[config.mk]
export PLATFORM = sky130hd
export DESIGN_NAME = two_queue_priority_burst_arbiter
export DESIGN_NICKNAME = d
export VERILOG_FILES = /design/src/hw/rtl/tqpba_pkg.sv /design/src/hw/rtl/tqpba_ram.sv /design/src/hw/rtl/tqpba_datapath.sv /design/src/hw/rtl/tqpba_ctrl.sv /design/src/hw/rtl/two_queue_priority_burst_arbiter.sv
export SDC_FILE = /design/constraint.sdc
export NUM_CORES = 1
export LEC_CHECK = 0
export BUFFER_PORTS_ARGS = -buffer_cell sky130_fd_sc_hd__buf_2
export CAP_MARGIN = 20
export CORE_MARGIN = 5
export CORE_UTILIZATION = 49
export DETAILED_ROUTE_END_ITERATION = 7
export GPL_ROUTABILITY_DRIVEN = 0
export PLACE_DENSITY = 0.71
export SETUP_SLACK_MARGIN = 0.3
export SYNTH_ARGS = -nofsm -noshare
export SYNTH_HDL_FRONTEND = slang
export SYNTH_SLANG_ARGS = --single-unit
[constraint.sdc]
create_clock -name clk -period 10.2 [get_ports clk]
set_clock_uncertainty 0.15 [all_clocks]
set_input_delay 2.04 -clock clk [delete_from_list [all_inputs] [get_ports clk]]
set_output_delay 2.04 -clock clk [all_outputs]
set_load 0.01 [all_outputs]
[src/hw/rtl/tqpba_pkg.sv]
`default_nettype none

package tqpba_pkg;

  localparam int QUEUE_DEPTH_DEFAULT = 16;
  localparam int ID_WIDTH_DEFAULT    = 16;

  localparam int BURST_WIDTH = 4;
  localparam logic [BURST_WIDTH-1:0] BURST_LIMIT_RESET = 4'd3;
  localparam logic [BURST_WIDTH-1:0] BURST_MAX         = 4'd15;

  // Input item modes.
  localparam logic [1:0] MODE_ENQ_GENERAL  = 2'd0;
  localparam logic [1:0] MODE_ENQ_PRIORITY = 2'd1;
  localparam logic [1:0] MODE_SERVE        = 2'd2;
  localparam logic [1:0] MODE_DRAIN        = 2'd3;

  // Result kinds.
  localparam logic [1:0] KIND_SERVED  = 2'd0;
  localparam logic [1:0] KIND_NOTHING = 2'd1;
  localparam logic [1:0] KIND_REJECT  = 2'd2;

  typedef struct packed {
    logic       push_p;
    logic       push_g;
    logic       pop_p;
    logic       pop_g;
    logic       burst_inc;
    logic       burst_clr;
    logic       load_out;
    logic [1:0] out_kind;
    logic       out_prio;
    logic       out_last;
  } tqpba_cmd_t;

  typedef struct packed {
    logic p_empty;
    logic g_empty;
    logic p_full;
    logic g_full;
    logic burst_below;
    logic one_left;
    logic out_free;
  } tqpba_status_t;

endpackage

`default_nettype wire

[src/hw/rtl/tqpba_ram.sv]
`default_nettype none

module tqpba_ram #(
  parameter int WIDTH = 16,
  parameter int DEPTH = 16
) (
  input  wire logic                     clk,
  input  wire logic                     we,
  input  wire logic [$clog2(DEPTH)-1:0] waddr,
  input  wire logic [WIDTH-1:0]         wdata,
  input  wire logic                     re,
  input  wire logic [$clog2(DEPTH)-1:0] raddr,
  output logic      [WIDTH-1:0]         rdata
);

  logic [WIDTH-1:0] mem [DEPTH];

  always_ff @(posedge clk) begin
    if (we) begin
      mem[waddr] <= wdata;
    end
    if (re) begin
      rdata <= mem[raddr];
    end
  end

endmodule

`default_nettype wire

[src/hw/rtl/tqpba_datapath.sv]
`default_nettype none

module tqpba_datapath #(
  parameter int QUEUE_DEPTH = tqpba_pkg::QUEUE_DEPTH_DEFAULT,
  parameter int ID_WIDTH    = tqpba_pkg::ID_WIDTH_DEFAULT
) (
  input  wire logic                               clk,
  input  wire logic                               rst,
  input  wire tqpba_pkg::tqpba_cmd_t              cmd,
  output tqpba_pkg::tqpba_status_t                status,
  input  wire logic [ID_WIDTH-1:0]                customer_id,
  input  wire logic                               cfg_valid,
  input  wire logic [tqpba_pkg::BURST_WIDTH-1:0]  priority_burst_limit,
  input  wire logic                               out_ready,
  output logic                                    out_valid,
  output logic [1:0]                              kind,
  output logic [ID_WIDTH-1:0]                     served_id,
  output logic                                    from_priority,
  output logic                                    last
);

  localparam int AW = $clog2(QUEUE_DEPTH);
  localparam int CW = $clog2(QUEUE_DEPTH + 1);
  localparam logic [CW-1:0] COUNT_FULL = CW'(QUEUE_DEPTH);
  localparam logic [AW-1:0] LAST_IDX   = AW'(QUEUE_DEPTH - 1);

  logic [AW-1:0] p_head, p_tail, g_head, g_tail;
  logic [CW-1:0] p_count, g_count;
  logic [tqpba_pkg::BURST_WIDTH-1:0] burst;
  logic [tqpba_pkg::BURST_WIDTH-1:0] limit;
  logic [ID_WIDTH-1:0] p_rdata, g_rdata;

  tqpba_ram #(.WIDTH(ID_WIDTH), .DEPTH(QUEUE_DEPTH)) u_p_ram (
    .clk   (clk),
    .we    (cmd.push_p),
    .waddr (p_tail),
    .wdata (customer_id),
    .re    (cmd.pop_p),
    .raddr (p_head),
    .rdata (p_rdata)
  );

  tqpba_ram #(.WIDTH(ID_WIDTH), .DEPTH(QUEUE_DEPTH)) u_g_ram (
    .clk   (clk),
    .we    (cmd.push_g),
    .waddr (g_tail),
    .wdata (customer_id),
    .re    (cmd.pop_g),
    .raddr (g_head),
    .rdata (g_rdata)
  );

  always_ff @(posedge clk) begin
    if (rst) begin
      p_head  <= '0;
      p_tail  <= '0;
      p_count <= '0;
      g_head  <= '0;
      g_tail  <= '0;
      g_count <= '0;
      burst   <= '0;
      limit   <= tqpba_pkg::BURST_LIMIT_RESET;
    end else begin
      if (cfg_valid) begin
        limit <= priority_burst_limit;
      end
      // A queue is never pushed and popped in the same cycle.
      if (cmd.push_p) begin
        p_tail  <= (p_tail == LAST_IDX) ? '0 : p_tail + 1'b1;
        p_count <= p_count + 1'b1;
      end else if (cmd.pop_p) begin
        p_head  <= (p_head == LAST_IDX) ? '0 : p_head + 1'b1;
        p_count <= p_count - 1'b1;
      end
      if (cmd.push_g) begin
        g_tail  <= (g_tail == LAST_IDX) ? '0 : g_tail + 1'b1;
        g_count <= g_count + 1'b1;
      end else if (cmd.pop_g) begin
        g_head  <= (g_head == LAST_IDX) ? '0 : g_head + 1'b1;
        g_count <= g_count - 1'b1;
      end
      if (cmd.burst_clr) begin
        burst <= '0;
      end else if (cmd.burst_inc && (burst != tqpba_pkg::BURST_MAX)) begin
        burst <= burst + 1'b1;
      end
    end
  end

  always_ff @(posedge clk) begin
    if (rst) begin
      out_valid <= 1'b0;
    end else begin
      out_valid <= cmd.load_out | (out_valid & ~out_ready);
    end
  end

  always_ff @(posedge clk) begin
    if (cmd.load_out) begin
      kind <= cmd.out_kind;
      last <= cmd.out_last;
      if (cmd.out_kind == tqpba_pkg::KIND_SERVED) begin
        served_id     <= cmd.out_prio ? p_rdata : g_rdata;
        from_priority <= cmd.out_prio;
      end else begin
        served_id     <= '0;
        from_priority <= 1'b0;
      end
    end
  end

  always_comb begin
    status.p_empty     = (p_count == '0);
    status.g_empty     = (g_count == '0);
    status.p_full      = (p_count == COUNT_FULL);
    status.g_full      = (g_count == COUNT_FULL);
    status.burst_below = (burst < limit);
    status.one_left    = ((p_count == CW'(1)) && (g_count == '0)) ||
                         ((p_count == '0) && (g_count == CW'(1)));
    status.out_free    = ~out_valid | out_ready;
  end

endmodule

`default_nettype wire

[src/hw/rtl/tqpba_ctrl.sv]
`default_nettype none

module tqpba_ctrl (
  input  wire logic                     clk,
  input  wire logic                     rst,
  input  wire logic                     in_valid,
  output logic                          in_ready,
  input  wire logic [1:0]               mode,
  input  wire tqpba_pkg::tqpba_status_t status,
  output tqpba_pkg::tqpba_cmd_t         cmd
);

  typedef enum logic [1:0] {
    ST_IDLE,
    ST_DRAIN_READ,
    ST_EMIT_DATA,
    ST_EMIT_MSG
  } state_t;

  state_t     state, state_next;
  logic [1:0] msg_kind, msg_kind_next;
  logic       src_prio, src_prio_next;
  logic       in_drain, in_drain_next;
  logic       last_flag, last_flag_next;

  assign in_ready = (state == ST_IDLE);

  always_comb begin
    cmd            = '0;
    state_next     = state;
    msg_kind_next  = msg_kind;
    src_prio_next  = src_prio;
    in_drain_next  = in_drain;
    last_flag_next = last_flag;

    unique case (state)
      ST_IDLE: begin
        if (in_valid) begin
          unique case (mode)
            tqpba_pkg::MODE_ENQ_GENERAL: begin
              if (status.g_full) begin
                msg_kind_next = tqpba_pkg::KIND_REJECT;
                state_next    = ST_EMIT_MSG;
              end else begin
                cmd.push_g = 1'b1;
              end
            end
            tqpba_pkg::MODE_ENQ_PRIORITY: begin
              if (status.p_full) begin
                msg_kind_next = tqpba_pkg::KIND_REJECT;
                state_next    = ST_EMIT_MSG;
              end else begin
                cmd.push_p = 1'b1;
              end
            end
            tqpba_pkg::MODE_SERVE: begin
              in_drain_next  = 1'b0;
              last_flag_next = 1'b1;
              if (!status.p_empty && (status.burst_below || status.g_empty)) begin
                cmd.pop_p     = 1'b1;
                cmd.burst_inc = 1'b1;
                src_prio_next = 1'b1;
                state_next    = ST_EMIT_DATA;
              end else if (!status.g_empty) begin
                cmd.pop_g     = 1'b1;
                cmd.burst_clr = 1'b1;
                src_prio_next = 1'b0;
                state_next    = ST_EMIT_DATA;
              end else begin
                msg_kind_next = tqpba_pkg::KIND_NOTHING;
                state_next    = ST_EMIT_MSG;
              end
            end
            tqpba_pkg::MODE_DRAIN: begin
              cmd.burst_clr = 1'b1;
              if (status.p_empty && status.g_empty) begin
                msg_kind_next = tqpba_pkg::KIND_NOTHING;
                state_next    = ST_EMIT_MSG;
              end else begin
                state_next = ST_DRAIN_READ;
              end
            end
          endcase
        end
      end

      ST_DRAIN_READ: begin
        // Priority entries go out first, then general entries.
        in_drain_next  = 1'b1;
        last_flag_next = status.one_left;
        if (!status.p_empty) begin
          cmd.pop_p     = 1'b1;
          src_prio_next = 1'b1;
        end else begin
          cmd.pop_g     = 1'b1;
          src_prio_next = 1'b0;
        end
        state_next = ST_EMIT_DATA;
      end

      ST_EMIT_DATA: begin
        if (status.out_free) begin
          cmd.load_out = 1'b1;
          cmd.out_kind = tqpba_pkg::KIND_SERVED;
          cmd.out_prio = src_prio;
          cmd.out_last = last_flag;
          state_next   = (in_drain && !last_flag) ? ST_DRAIN_READ : ST_IDLE;
        end
      end

      ST_EMIT_MSG: begin
        if (status.out_free) begin
          cmd.load_out = 1'b1;
          cmd.out_kind = msg_kind;
          cmd.out_last = 1'b1;
          state_next   = ST_IDLE;
        end
      end
    endcase
  end

  always_ff @(posedge clk) begin
    if (rst) begin
      state     <= ST_IDLE;
      msg_kind  <= tqpba_pkg::KIND_NOTHING;
      src_prio  <= 1'b0;
      in_drain  <= 1'b0;
      last_flag <= 1'b0;
    end else begin
      state     <= state_next;
      msg_kind  <= msg_kind_next;
      src_prio  <= src_prio_next;
      in_drain  <= in_drain_next;
      last_flag <= last_flag_next;
    end
  end

endmodule

`default_nettype wire

[src/hw/rtl/two_queue_priority_burst_arbiter.sv]
// Enqueue (not full): one item per cycle, no result; the write lands at the accepting edge.
// Serve, rejected enqueue, empty drain: the result is registered after the accepting edge,
// once the output register is free; input is held off until the result is loaded.
// Drain: each result takes a registered read of the queue RAM, then an output load that
// waits for a free output register; input is held off until the last result is loaded.
// Reset (rst, synchronous): clears pointers, counts and burst counter, sets the limit to 3.
`default_nettype none

module two_queue_priority_burst_arbiter #(
  parameter int QUEUE_DEPTH = tqpba_pkg::QUEUE_DEPTH_DEFAULT,
  parameter int ID_WIDTH    = tqpba_pkg::ID_WIDTH_DEFAULT
) (
  input  wire logic                               clk,
  input  wire logic                               rst,
  input  wire logic                               cfg_valid,
  output logic                                    cfg_ready,
  input  wire logic [tqpba_pkg::BURST_WIDTH-1:0]  priority_burst_limit,
  input  wire logic                               in_valid,
  output logic                                    in_ready,
  input  wire logic [1:0]                         mode,
  input  wire logic [ID_WIDTH-1:0]                customer_id,
  output logic                                    out_valid,
  input  wire logic                               out_ready,
  output logic [1:0]                              kind,
  output logic [ID_WIDTH-1:0]                     served_id,
  output logic                                    from_priority,
  output logic                                    last
);

  tqpba_pkg::tqpba_cmd_t    cmd;
  tqpba_pkg::tqpba_status_t status;

  assign cfg_ready = 1'b1;

  tqpba_ctrl u_ctrl (
    .clk      (clk),
    .rst      (rst),
    .in_valid (in_valid),
    .in_ready (in_ready),
    .mode     (mode),
    .status   (status),
    .cmd      (cmd)
  );

  tqpba_datapath #(
    .QUEUE_DEPTH (QUEUE_DEPTH),
    .ID_WIDTH    (ID_WIDTH)
  ) u_datapath (
    .clk                  (clk),
    .rst                  (rst),
    .cmd                  (cmd),
    .status               (status),
    .customer_id          (customer_id),
    .cfg_valid            (cfg_valid),
    .priority_burst_limit (priority_burst_limit),
    .out_ready            (out_ready),
    .out_valid            (out_valid),
    .kind                 (kind),
    .served_id            (served_id),
    .from_priority        (from_priority),
    .last                 (last)
  );

endmodule

`default_nettype wire

**After elaboration in Yosys (flattened, before gate mapping)**

Memories as Yosys holds them, arrays and structs flattened. A register that Yosys moved wholly into a read port is not among the register bits.
Index checks and enable logic that the tools add are counted.

- Divide/modulo/power cells: 0
- $lt $le $gt $ge: 1
- $add $sub $neg: 9
- Bitwise gates (word level): 7
- Equal/unequal tests: 27
- Shift-type cells: 0
- Reduce and logical (&&, ||, !) cells: 25
- Multiplexer cells: 62
- Multipliers: 0

Operators by type and width:

| cell | count |
|---|---|
| $mux 2 | 14 |
| $mux 1 | 25 |
| $mux 5 | 5 |
| $pmux 2 s4 | 3 |
| $add 4x1->4 const B | 5 |
| $eq 4x4->1 const B | 4 |
| $mux 16 | 1 |
| $mux 4 | 4 |
| $ne 2x2->1 const B | 6 |
| $add 5x1->5 const B | 2 |
| $eq 5x1->1 const B | 2 |
| $eq 5x5->1 const B | 2 |
| $logic_not 5->1 | 2 |
| $pmux 1 s2 | 5 |
| $sub 5x1->5 const B | 2 |
| $ne 3x3->1 const B | 3 |
| $eq 2x2->1 const B | 4 |
| $reduce_and 7->1 | 1 |
| $logic_and 1x1->1 | 6 |
| $logic_not 2->1 | 3 |
| $mux 3 | 2 |
| $mux 6 | 1 |
| $ne 2x1->1 const B | 3 |
| $pmux 3 s2 | 1 |
| other kinds (15) | 25 |

- Latch bits: 0
- Memories kept: 2
- Memory bits (read-only): 0
- Word-level logic and storage cells: 151
- Flip-flop bits (word level): 62
- Bits in writable memories: 512

Memories:

| name | depth | bits a word | rd ports | clocked after Yosys merged registers in | write ports | line | RTL |
|---|---|---|---|---|---|---|---|
| u_datapath.u_g_ram.mem | 16 | 16 | 1 | 1 | 1 | tqpba_ram.sv:16 | `logic [WIDTH-1:0] mem [DEPTH];` |
| u_datapath.u_p_ram.mem | 16 | 16 | 1 | 1 | 1 | tqpba_ram.sv:16 |  |

**Logic depth before layout (Yosys ltp)**

Gate-level depths: netlist of run 1.

- Depth in word-level cells: 9
- Mapped depth: 9

**By module**

From an unflattened synthesis of run 1, not the netlist that was laid out.

- Cells, all modules: 1196
- Area, all modules: 23622.7 µm²

Modules (own cells, without submodules):

| module | sequential area each (µm²) | area an instance (µm²) | cells each | times used |
|---|---|---|---|---|
| tqpba_ram | 8167.8 | 10202.3 | 432 | 2 |
| tqpba_datapath | 1301.2 | 2652.5 | 267 | 1 |
| tqpba_ctrl | 140.1 | 554.3 | 63 | 1 |
| two_queue_priority_burst_arbiter | 0.0 | 11.3 | 2 | 1 |

**Worst setup path after synthesis of run 1**

Ideal clock, no wire load.

- Path type: input-to-reg
- Start: in in_valid
- End: mem u_datapath.u_g_ram.mem[3][0], enable pin
- Cell stages on the path: 6
- Setup time: 409 ps
- Data required time: 9641 ps
- Path slack: 5343 ps
- Data arrival time: 4297 ps
- Path through: or3b_1 -> buf_2 -> nor3_2 -> buf_2 -> nand2_1 -> nor3_1

- Word-level cells in the longest chain between the ends: 4

Ends and longest elaborated chain:

| item | line | RTL |
|---|---|---|
| start: declaration | two_queue_priority_burst_arbiter.sv:18 | `input wire logic in_valid,` |
| $mux 6 | tqpba_ctrl.sv:38 | `if (in_valid) begin` |
| $mux 2 | tqpba_ctrl.sv:36 | `unique case (state)` |
| $mux 1 | tqpba_ram.sv:19 | `if (we) begin` |
| $mux 1 (not written as such) | tqpba_ram.sv:20 | `mem[waddr] <= wdata;` |
| end: declaration | tqpba_ram.sv:16 |  |

Every way passes these cells.

**Worst setup path in the final report of run 1**

- Start: in in_valid
- End: mem u_datapath.u_p_ram.mem[1][5], enable pin

- Word-level cells in the longest chain between the ends: 4

Ends and longest elaborated chain:

| item | line |
|---|---|
| $mux 6 | tqpba_ctrl.sv:38 |
| $mux 2 | tqpba_ctrl.sv:36 |
| $mux 1 | tqpba_ram.sv:19 |
| $mux 1 (not written as such) | tqpba_ram.sv:20 |
| end: declaration | tqpba_ram.sv:16 |

Every way passes these cells.

==> metrics.txt, run 1 <==
status complete, no violations; pwr dens 206 nW/um^2; synthesized instance count 1314; routed vias 12400; synthesized cell area 24100 um^2; Hold WS 0.334 ns; sequential power share 51.8%; Post-synth EDFFs 564; Final Util 55.5%; Clock Sinks 606; area grow syn2layout 12.3%; Multi-input gate area 5920 um^2; min Tclk post-route 4.23 ns; top_reg_cell synth edfxtp_1; Max clock buf depth 3; Placeable Area 48700 um^2; sequential cell area 17800 um^2; crit path max fanout 16; first-pass GRT wire length 77400 um; Resize count post-CTS 0; ys async rst share 0%; Syn Nets 1363; n_diodes 0; Ys Warns 0; crit end category flop; Worst EP required 10.35 ns; CTS tree built; I/O Pins 50; Num CTS Buffers 56; CP Class primary input to flop; most frequent cells in the layout edfxtp_1, mux4_2, nand2_1, nor2_1, clkbuf_16; largest net degree at the start of global routing 69; initial core utilization 49.4%; die area 53700 um^2; HP Class flop to flop; Critical Path AT 4.37 ns; Final Hold Fails 0; maxcap violations 0; worst setup margin 5.97 ns; Worst setup SP type primary input; Max H-tree Level 2; drt pass-1 iters 5; die width 232 um; count of final setup violators 0; post-DP HPWL 30400 um; number of I/O port buffers 48; Slew HR 31.1%; NetSw 1.30 mW; layout cells sized above 1 23.7%; Sw Ratio 23.4%; leading cell type in the layout, fill and taps excluded edfxtp_1; FP Rows 81; final setup TNS 0 ns; VDD IR max 0.159 mV; Worst Setup Slack post-DPL 5.39 ns; clock latency on the worst-skew pair 0.61 ns; die height 232 um; Post-CTS Setup Inserts 0; Root Buffer clkbuf_16; Worst-Margin Slew 1.03 ns; fin. max-slew vios 0; wire per inst 24.3 um; sequential area share after synthesis 73.8%; clock power share 37.3%; vias per std cell 5.89; highest achievable clock rate 237 MHz; flops & latches, synth 606; total grt overflow 0; vias in the first global route 12400; unrepaired setup endpoints after global routing no; Gate power share 10.9%; Clock Pin Slew Worst Setup and Hold Paths 0.06 ns; DRT iter0 DRCs 1234; post-route ant nets 0; GRT Overall Usage 19.1%; Fillers 3641; initial antenna violation count 0; Pwr Total 5.57 mW; nets 1435; Cell variety after synth 77; final cycle utilization of the critical path 41.4%; drt drc 0; WL final 50900 um; leak pwr 8.49 nW; Cell Int Power 4.27 mW; Post-Syn Area per Cell 18.3 um^2; Hold-fix buffers, CTS 0
sequential cells by signal, indices dropped and copies added (netlist names), 5 cells and up:
name / flops
u_datapath.u_g_ram.rdata: 16
u_datapath.served_id: 16
u_datapath.u_p_ram.mem: 256
u_datapath.g_count: 5
u_datapath.u_p_ram.rdata: 16
u_datapath.u_g_ram.mem: 256
u_datapath.p_count: 5
stage by stage:
step	area, um^2	instances
after global placement	25200	1990
after global routing	27000	2098
final	27000	2098
after floorplan	24100	1314
after CTS	27000	2097
after detailed placement	25200	1991
metal layers:
layer	vias to the layer above	track usage [%]	wire length, um
li1	5431	-	-
met1	6394	27.3	21200
met2	466	30.7	24900
met3	64	4.15	3890
met4	0	4.49	885
met5	-	0	0
worst max-delay path, stage by stage:
cell,delay [ns]
buf_2,0.12
or3b_1,0.49
nor3_2,0.88
nand2_1,0.32
nor3_2,0.20
buf_4,0.29
cell usage after synthesis, drive strengths merged (2+ instances only):
cell type | count | area (um^2)
or3 | 2 | 12.5
clkinv | 2 | 7.51
a41oi | 3 | 26.3
or2 | 2 | 12.5
buf | 35 | 179
o21a | 2 | 15.0
nor2 | 64 | 243
o311ai | 4 | 35.0
clkbuf | 41 | 155
a211oi | 35 | 275
o21ai | 15 | 75.1
a31oi | 25 | 171
or4 | 4 | 30.0
a221oi | 3 | 26.3
mux2i | 23 | 230
nand4 | 2 | 12.5
nor3b | 3 | 22.5
nand2b | 8 | 57.6
dfxtp | 42 | 841
ha | 22 | 275
mux2 | 4 | 45.0
o31ai | 2 | 15.0
nor2b | 38 | 238
a2111oi | 4 | 35.0
or4b | 2 | 23.8
a22o | 2 | 17.5
edfxtp | 564 | 16900
nand2 | 86 | 323
a21oi | 51 | 255
nor3 | 21 | 115
and3 | 5 | 36.3
nand3 | 11 | 55.1
nor4b | 2 | 23.8
mux4 | 128 | 2880
xor2 | 2 | 17.5
inv | 23 | 86.3
nor4 | 5 | 31.3
layout make-up:
type,instances,share of cell area [%]
Timing Repair Buffer,90,2.05
Tap cell,664,3.07
Multi-Input combinational cell,607,21.9
Clock inverter,35,1.23
Inverter,25,0.347
Sequential cell,606,65.8
Clock buffer,71,5.58
logic make-up after synthesis:
kind of cell / synth area share, %
adder cells (fa/ha/maj): 1.14
other: 0.0156
flip-flops: 73.8
AO/OA/AOI/OAI: 4.57
XOR/XNOR: 0.109
buffers and inverters: 1.78
multiplexers: 13.1
AND/OR/NAND/NOR: 5.44
power groups by stage:
stage	logic [mW]	registers [mW]	clock network, mW
2_1_floorplan	0.468	2.89	0
3_3_place_gp	0.597	2.94	0
3_5_place_dp	0.609	2.94	0
4_1_cts	0.611	2.89	2.12
5_1_grt	0.667	2.90	2.23
6_report	0.610	2.89	2.08
path summary, 6_finish.rpt:
kind	from	to	slack, ns	depth (start not counted)
worst min-delay path	u_ctrl.in_drain	u_ctrl.in_drain	0.33	2
worst min register to register	u_ctrl.in_drain	u_ctrl.in_drain	0.33	2
worst max register to register	u_datapath.g_head[0]	u_datapath.u_g_ram.rdata[11]	6.79	5
worst max-delay path	in_valid	u_datapath.u_p_ram.mem[1][5]	5.97	6
No activity file was read; power rests on OpenSTA's default activity.
==> run 2: changes to the inputs <==
PLACE_DENSITY = 0.73   (was 0.71)
clock period = 3.61 ns   (was 10.2 ns; I/O delays follow)
==> run 2 against run 1 <==
Clock power grew to 2.9 times the previous value. Non-clock buffer count up 18. Worst setup slack got worse by 5.4 ns. Final cell count is 0.91% higher. Cell area grew 0.89%. Combinational power rose to 3.0 times the previous value. Critical endpoint is now u_datapath.u_g_ram.rdata[15]. Largest cell class unchanged.
==> metrics.txt, run 2 (same netlist as run 1, synthesis figures left out) <==
highest achievable clock rate 333 MHz; Final Hold Fails 0; Placeable Area 48700 um^2; worst path cell trace inv_1 > ha_1 > nor4b_2 > a21oi_1 > and3_4 > nor2_1 > inv_1; Root Buffer clkbuf_16; Hold-fix buffers, CTS 0; maxcap violations 0; Clock Sinks 606; fin. max-slew vios 0; Cell Int Power 12.3 mW; routed vias 12500; WL final 51600 um; most frequent cells in the layout edfxtp_1, mux4_2, nand2_1, nor2_1; sequential power share 50.5%; vias per std cell 5.89; Fillers 3596; final setup TNS 0 ns; Clock Pin Slew Worst Setup and Hold Paths 0.06 ns; unrepaired setup endpoints after global routing no; Worst setup SP type flop; Hold WS 0.183 ns; leak pwr 8.61 nW; die width 232 um; die area 53700 um^2; Worst path top cell family by delay buffers and inverters; initial core utilization 49.4%; Max H-tree Level 2; I/O Pins 50; sequential cell area 17800 um^2; leading cell type in the layout, fill and taps excluded edfxtp_1; FP Rows 81; HP Class primary input to flop; Sw Ratio 23.4%; clock latency on the worst-skew pair 0.61 ns; min Tclk post-route 3.00 ns; status complete, no violations; Largest regs u_datapath.u_g_ram.mem x256, u_datapath.u_p_ram.mem x256; initial antenna violation count 1; CTS tree built; Final Util 55.9%; layout cells sized above 1 24.4%; number of I/O port buffers 48; vias in the first global route 12600; final cycle utilization of the critical path 83.2%; Critical Path AT 3.10 ns; CP max stage cell inv_1; crit path max fanout 18; Worst EP required 3.70 ns; Post-CTS Setup Inserts 0; pwr dens 589 nW/um^2; Resize count post-CTS 0; drt pass-1 iters 8; Critical Path Max Stage Delay 0.54 ns; CP dominant cell by count inv_1; Gate power share 11.5%; die height 232 um; Slew HR 35.0%; crit end category flop; VDD IR max 0.393 mV; total grt overflow 0; GRT Overall Usage 19.3%; first-pass GRT wire length 77500 um; Multi-input gate area 5920 um^2; nets 1453; clock power share 38.0%; Num CTS Buffers 56; flop2flop setup slack 0.61 ns; CP Class flop to flop; Max clock buf depth 3; WP buf/inv 2; Worst-Margin Slew 0.974 ns; count of final setup violators 0; post-route ant nets 0; largest net degree at the start of global routing 69; wire per inst 24.4 um; drt drc 0; post-DP HPWL 32100 um; NetSw 3.75 mW; area grow syn2layout 13.3%; DRT iter0 DRCs 1258
-- run 2: power groups by stage --
stage | clock [mW] | combinational [mW] | sequential (mW)
2_1_floorplan | 0 | 1.32 | 8.15
3_3_place_gp | 0 | 1.81 | 8.24
3_5_place_dp | 0 | 1.84 | 8.25
4_1_cts | 6.18 | 1.85 | 8.10
5_1_grt | 6.53 | 2.00 | 8.13
6_report | 6.10 | 1.84 | 8.10
-- run 2: metal layers --
| metal | vias up | part of all wire (%) | global-route usage (%) |
|---|---|---|---|
| li1 | 5459 | - | - |
| met1 | 6422 | 40 | 25.8 |
| met2 | 496 | 50 | 32.6 |
| met3 | 85 | 7.6 | 4.31 |
| met4 | 0 | 2.6 | 5.23 |
| met5 | - | 0 | 0 |
-- run 2: cell type report --
cell class | count | area share, %
diodes | 1 | 0.00918
clock inverters | 36 | 1.56
repair buffers | 108 | 2.62
flip-flops and latches | 606 | 65.2
clock buffers | 70 | 5.49
inverters | 25 | 0.344
multi-input cells | 607 | 21.7
well taps | 664 | 3.05
-- run 2: worst paths after layout --
| path | startpoint | endpoint | cells past startpoint |
|---|---|---|---|
| max | u_datapath.g_count[0] | u_datapath.u_g_ram.rdata[15] | 7 |
| min | priority_burst_limit[0] | u_datapath.limit[0] | 3 |
| max reg2reg | u_datapath.g_count[0] | u_datapath.u_g_ram.rdata[15] | 7 |
| min reg2reg | u_ctrl.in_drain | u_ctrl.in_drain | 2 |
-- run 2: worst reg2reg max path: cells and delay by family (launching register included) --
kind	cells	cell delay, ns
AO/OA/AOI/OAI	1	0.52
adder cells (fa/ha/maj)	1	0.24
buffers and inverters	2	0.64
flip-flops	1	0.44
AND/OR/NAND/NOR	3	0.64
-- run 2: through the flow --
stage	worst slack (ns)	std cells	area, um^2	total power [mW]
after global routing	0.404	2116	27300	16.7
final	0.605	2117	27300	16.1
after CTS	0.597	2116	27300	16.1
after global placement	0.580	2010	25400	10.1
after detailed placement	0.522	2010	25400	10.1
after floorplan	0.497	1314	24100	9.47
